## src/sv/lspt_pkg.sv

```systemverilog
package lspt_pkg;

  localparam int MAX_ELEMENTS = 1024;
  localparam int IDX_W        = $clog2(MAX_ELEMENTS);
  localparam int CNT_W        = $clog2(MAX_ELEMENTS + 1);
  localparam int ELEM_W       = 16;
  localparam int SUM_W        = 32;
  localparam int OUT_LEN_W    = 11;

  // one element's search packet as it walks the cell chain
  typedef struct packed {
    logic                 vld;
    logic                 last;
    logic                 ign;   // element beyond capacity
    logic                 ovf;
    logic [SUM_W-1:0]     pfx;   // prefix sum after this element
    logic [SUM_W:0]       rem;   // prefix minus target, exact
    logic [IDX_W-1:0]     idx;   // element position
    logic [CNT_W-1:0]     best;
    logic                 fnd;
    logic                 have;  // prefix already in table or inserted
  } pkt_t;

endpackage

```

## src/sv/lspt_cell.sv

```systemverilog
module lspt_cell (
  input  logic           clk,
  input  logic           rst_n,
  input  logic           en,
  input  lspt_pkg::pkt_t pkt_i,
  output lspt_pkg::pkt_t pkt_o
);
  import lspt_pkg::*;

  logic             ent_vld_r, ent_vld_nxt;
  logic [SUM_W-1:0] ent_sum_r, ent_sum_nxt;
  logic [IDX_W-1:0] ent_pos_r, ent_pos_nxt;
  pkt_t             pkt_r, pkt_nxt;
  logic [CNT_W-1:0] cand;

  always_comb begin
    ent_vld_nxt = ent_vld_r;
    ent_sum_nxt = ent_sum_r;
    ent_pos_nxt = ent_pos_r;
    pkt_nxt     = pkt_i;
    cand        = CNT_W'(pkt_i.idx) - CNT_W'(ent_pos_r);
    if (pkt_i.vld && !pkt_i.ign) begin
      if (ent_vld_r) begin
        if ({ent_sum_r[SUM_W-1], ent_sum_r} == pkt_i.rem) begin
          pkt_nxt.fnd = 1'b1;
          if (cand > pkt_i.best) begin
            pkt_nxt.best = cand;
          end
        end
        if (ent_sum_r == pkt_i.pfx) begin
          pkt_nxt.have = 1'b1;
        end
      end else if (!pkt_i.have) begin
        // first free cell: all stored sums were already seen
        ent_vld_nxt  = 1'b1;
        ent_sum_nxt  = pkt_i.pfx;
        ent_pos_nxt  = pkt_i.idx;
        pkt_nxt.have = 1'b1;
      end
    end
    // end of array wipes the cell behind the packet
    if (pkt_i.vld && pkt_i.last) begin
      ent_vld_nxt = 1'b0;
    end
  end

  always_ff @(posedge clk) begin
    if (!rst_n) begin
      ent_vld_r <= 1'b0;
      pkt_r     <= '0;
    end else if (en) begin
      ent_vld_r <= ent_vld_nxt;
      pkt_r     <= pkt_nxt;
    end
  end

  always_ff @(posedge clk) begin
    if (en) begin
      ent_sum_r <= ent_sum_nxt;
      ent_pos_r <= ent_pos_nxt;
    end
  end

  assign pkt_o = pkt_r;

endmodule

```

## config.mk

```make
export PLATFORM = sky130hd
export DESIGN_NAME = lspt_cell
export DESIGN_NICKNAME = d
export VERILOG_FILES = /design/src/sv/lspt_pkg.sv /design/src/sv/lspt_cell.sv
export SDC_FILE = /design/constraint.sdc
export NUM_CORES = 1
export LEC_CHECK = 0
export BUFFER_PORTS_ARGS = -buffer_cell sky130_fd_sc_hd__buf_2
export CAP_MARGIN = 10
export CORE_UTILIZATION = 40
export CTS_CLUSTER_DIAMETER = 150
export DETAILED_ROUTE_END_ITERATION = 8
export GPL_TIMING_DRIVEN = 0
export PLACE_DENSITY = 0.67
export SLEW_MARGIN = 20
export SYNTH_ARGS = -nofsm -noshare
export SYNTH_HDL_FRONTEND = slang
export SYNTH_SLANG_ARGS = --single-unit
```

## constraint.sdc

```tcl
create_clock -name clk -period 4 [get_ports clk]
set_clock_uncertainty 0.1 [all_clocks]
set_input_delay 0.6 -clock clk [delete_from_list [all_inputs] [get_ports clk]]
set_output_delay 0.6 -clock clk [all_outputs]
set_load 0.02 [all_outputs]
```

; ---- After elaboration in Yosys (flattened, before gate mapping)
; Cells that the tools add are included.
[totals]
register_bits = 135
in_bits = 95
out_inout_bits = 92
word_cells = 35
[op_classes]
add_sub_neg = 1
order_cmp = 1
eq_ne = 2
n_mux = 10
bitwise = 2
n_reduce_logical = 6
[ops]
columns = cell, count
row1 = $eq 33x33->1, 1
row2 = $eq 32x32->1, 1
row3 = $mux 12, 2
row4 = $mux 13, 1
row5 = $gt 11x11->1, 1
row6 = $mux 11, 1
row7 = $sub 10x10->11, 1
row8 = $mux 1, 6
row9 = $reduce_and 4->1, 1
row10 = $logic_and 1x1->1, 2
row11 = $not 1->1, 2
row12 = $reduce_and 2->1, 1
row13 = $reduce_bool 2->1, 1
row14 = $logic_not 1->1, 1

; ---- Depth between registers and ports, before layout
[logic_depth]
depth_word = 6
mapped_depth = 16
ltp_nobuf = 15

; ---- Least setup slack after synthesis
; Ideal clock, no wire load.
[synth_path]
kind = input to register
start = in pkt_i[13] in the netlist's numbering
end = reg pkt_r, in the netlist pkt_o[5]
setup_time_ps = 116
arrival_ps = 3663
required_ps = 3784
path_slack_ps = 121
stages = 15
path_buffers = 1
cell_sequence = inv_1 ha_1 inv_1 fa_1 a211oi_1 nor2_1 o31ai_1 xnor2_1 ha_1 nand4_1 a211o_1 a2111oi_4 buf_6 mux2i_1 nor2_1
[synth_via]
elab_chain_cells = 6
[synth_lines]
columns = item, line
row1 = from (decl), lspt_cell.sv:5  ; input lspt_pkg::pkt_t pkt_i,
row2 = $sub 10x10->11 (*), lspt_cell.sv:21  ; cand = CNT_W'(pkt_i.idx) - CNT_W'(ent_pos_r);
row3 = $gt 11x11->1, lspt_cell.sv:26  ; if (cand > pkt_i.best) begin
row4 = $mux 11 (*), lspt_cell.sv:26
row5 = $mux 12 (*), lspt_cell.sv:24  ; if ({ent_sum_r[SUM_W-1], ent_sum_r} == pkt_i.rem) begin
row6 = $mux 12 (*), lspt_cell.sv:23  ; if (ent_vld_r) begin
row7 = $mux 13 (*), lspt_cell.sv:22  ; if (pkt_i.vld && !pkt_i.ign) begin
row8 = to (signal assigned), lspt_cell.sv:53  ; pkt_r <= pkt_nxt;
row9 = to (decl), lspt_cell.sv:13  ; pkt_t pkt_r, pkt_nxt;
; Every way passes the cells marked *; elsewhere a longest branch is shown, timed or not.
; A chain may end at the register's enable or synchronous reset.

; ---- Worst setup path after layout
; Same ends and word-level chain as after synthesis.

==> run_results.csv <==
group,metric,value,unit
outcome,status,"finished, final reports clean",
power_and_ir_drop,combPwrFrac,0.142,
clock_tree,cts-buffers-inserted,17,
route,viasPerCell,4.89,
power_and_ir_drop,p_int,2.60,mW
power_and_ir_drop,powerDensity,433,mW/mm2
synthesis,synthCells,578,
floorplanning,die_y,128,um
sta,period_share,0.934,
power_and_ir_drop,clkPwrFrac,0.433,
power_and_ir_drop,leakage,3.76,nW
layout,nets,902,
place,io_buffers,185,
setup_path,worst-setup-path-type,"in2reg",
grt,gr-total-overflow,0,
synthesis,netlist_area,0.00639,mm2
floorplanning,die_w,128,um
place,dp_slack,-0.553,ns
synthesis,postSynth.asyncResetShare,0,
sta,setup_viol,0,
sta,finalMaxSlewViolations,0,
setup_path,ff2ff_path_depth,15,
synthesis,yosysWarnings,0,
power_and_ir_drop,p_seq_frac,0.425,
layout,multi_input_area,0.00310,mm2
sta,rsz0062_at_grt,"no",
route,wire_per_inst,17.0,um
place,postPlaceCellArea,0.00761,mm2
setup_path,r2r-end,"pkt_o[5]",
setup_path,critPathLaunchType,"primary input",
synthesis,ys_seq_area_frac,0.488,
sta,fmax,268,MHz
synthesis,yosys.area.top_type,"dfxtp_1",
layout,fin_util,0.533,
sta,hold_slack,0.295,ns
min_path,worstHoldStart,"pkt_i[77]",
synthesis,avgSynthCellArea,11.1,um2
place,dp_cells,975,
synthesis,synth_ff_type,"dfxtp_1",
floorplanning,initial_core_util,0.415,
layout,fillCellCount,1429,
sta,tightest_slew,0.865,ns
grt,grt_usage,0.217,
clock_tree,clk_path_buf_depth,2,
power_and_ir_drop,power,3.56,mW
setup_path,cp.required,4.21,ns
floorplanning,core,0.0154,mm2
sta,setup_tns,0,ns
route,drt_iter0_markers,186,
setup_path,crit_fanout,10,
setup_path,cp-end-kind,"flop",
sta,slew_headroom,0.423,
clock_tree,htree_levels,4,
route,dr.pass1.iters,4,
synthesis,synthMostInstantiatedCell,"dfxtp_1",
synthesis,synth_common_cells,"dfxtp_1 (93), nor2b_1 (87), mux2i_1 (80)",
route,wl,17.2,mm
power_and_ir_drop,p_sw,0.957,mW
layout,drive_gt1_frac,0.296,
route,dr_total_vias,4931,
synthesis,ys_ff_latch,135,
route,drc,0,
clock_tree,cts_tree,"yes",
power_and_ir_drop,switching_share,0.269,
clock_tree,clkSinkCount,135,
grt,grt_pass1_vias,5064,
flow_run,cap_viol_max_count,0,
setup_path,rr_startpoint,"ent_pos_r[0]",
min_path,hold_path.class,"in2reg",
synthesis,synth_top_area_frac,0.291,
sta,hold_violations,0,
layout,n_antenna_cell,0,
floorplanning,dieArea,0.0165,mm2
place,place.gp.congestion,0.873,
synthesis,synth_nets,695,
clock_tree,clk_transition_reported_paths,0.06,ns
setup_path,crit_arrival,3.94,ns
clock_tree,clkLatencyLatePin,0.42,ns
setup_path,r2r_slack,0.27,ns
grt,grt_pass1_wl,27.0,mm
floorplanning,rows,45,
clock_tree,ctsHoldBuffers,0,
layout,stdcell_count,1009,
route,ant_nets,0,
power_and_ir_drop,ir_drop,383,uV
grt,grt_start_max_net_pins,24,
grt,antenna_found_initial,0,
layout,seqCellArea,0.00312,mm2
sta,setup_ws,0.262,ns
floorplanning,io_pins,187,
min_path,min_path_cells,1,
sta,finalCriticalPeriod,3.74,ns
synthesis,synth_edf_count,42,
place,hpwl,13.5,mm
min_path,min_to,"ent_sum_r[21]",
synthesis,synthDistinctLibCells,46,
layout,design_area,0.00823,mm2
synthesis,netlist_top_cells_area,"dfxtp_1 (29%), edfxtp_1 (20%), mux2i_1 (13%), xor2_1 (8.6%), nor2b_1 (8.5%)",
clock_tree,cts_root_buf,"clkbuf_16",
layout,areaGrowthSynthToFinish,28.6,%
[critical path: stages]
cell and delay [ns]:
buf_2 0.11, inv_1 0.05, ha_1 0.17, inv_1 0.06, fa_1 0.43, a211oi_2 0.23
nor2_1 0.10, o31ai_2 0.26, xnor2_1 0.17, ha_1 0.32, nand4_1 0.15, a211o_1 0.35
a2111oi_4 0.34, buf_4 0.21, buf_6 0.15, mux2i_1 0.19, nor2_1 0.06
[placed cells by master (no fill, tap or decap), drive strengths merged, types with 3 or more instances in the layout]
cell type	n
nor2	12
nor2b	87
mux2i	80
inv	29
and3	3
nand2	14
clkinv	4
or3	3
o21ai	16
a21oi	10
nand4	6
ha	21
xnor2	5
o211ai	3
nor3b	7
buf	195
edfxtp	42
xor2	63
a211oi	6
and3b	3
nor4	15
clkbuf	37
nand3	11
nor3	10
dfxtp	93
[state kept, by name, summed over array words and instances (netlist names)]
signal     cells
pkt_o         92
ent_sum_r     32
ent_pos_r     10
ent_vld_r      1
[power groups by stage]
stage | sequential [mW] | clock (mW) | combinational, mW
final | 1.51 | 1.54 | 0.507
after global routing | 1.52 | 1.63 | 0.557
after CTS | 1.51 | 1.56 | 0.510
after detailed placement | 1.54 | 0 | 0.507
after global placement | 1.54 | 0 | 0.496
after floorplan | 1.61 | 0 | 0.233
[layout make-up]
cell class,instances,area share
timing repair buffer,188,0.118
tap,211,0.0321
clock inverter,12,0.0140
inverter,24,0.0110
clock buffer,20,0.0569
sequential,135,0.380
multi-input combinational,395,0.377
buffer,24,0.0122
[worst max-delay path by stage]
stage / startpoint / endpoint / slack, ns
floorplan: pkt_i[13] / pkt_o[5] / 0.12
finish: pkt_i[13] / pkt_o[5] / 0.26
global route: ent_pos_r[0] / pkt_o[5] / 0.006
CTS: ent_pos_r[0] / pkt_o[5] / 0.03
detailed placement: pkt_i[13] / pkt_o[5] / -0.55
global placement: pkt_i[13] / pkt_o[5] / -0.53
[routing by layer]
layer  track usage  up-vias  wire length [um]
li1              -     2430                 -
met1         0.267     2330              7490
met2         0.372      157              8340
met3        0.0611       14              1140
met4        0.0602        0               220
met5             0        -                 0
[cell families after synthesis]
group           after synthesis  synth area share
mux                          80             0.125
simple gates                177             0.168
flops                       135             0.488
compound gates               48            0.0509
fa+ha+maj                    22            0.0442
buf+inv                      48            0.0297
xor+xnor                     68            0.0931
[what timing repair did]
item                                    in CTS  in global routing
resized for setup                            0                  3
endpoints found under the setup margin       7                 11
pin swaps                                    1                  1
buffers inserted                             2                  0
endpoints found under the hold margin        0                  0
Power figures use the tool's default switching activity.
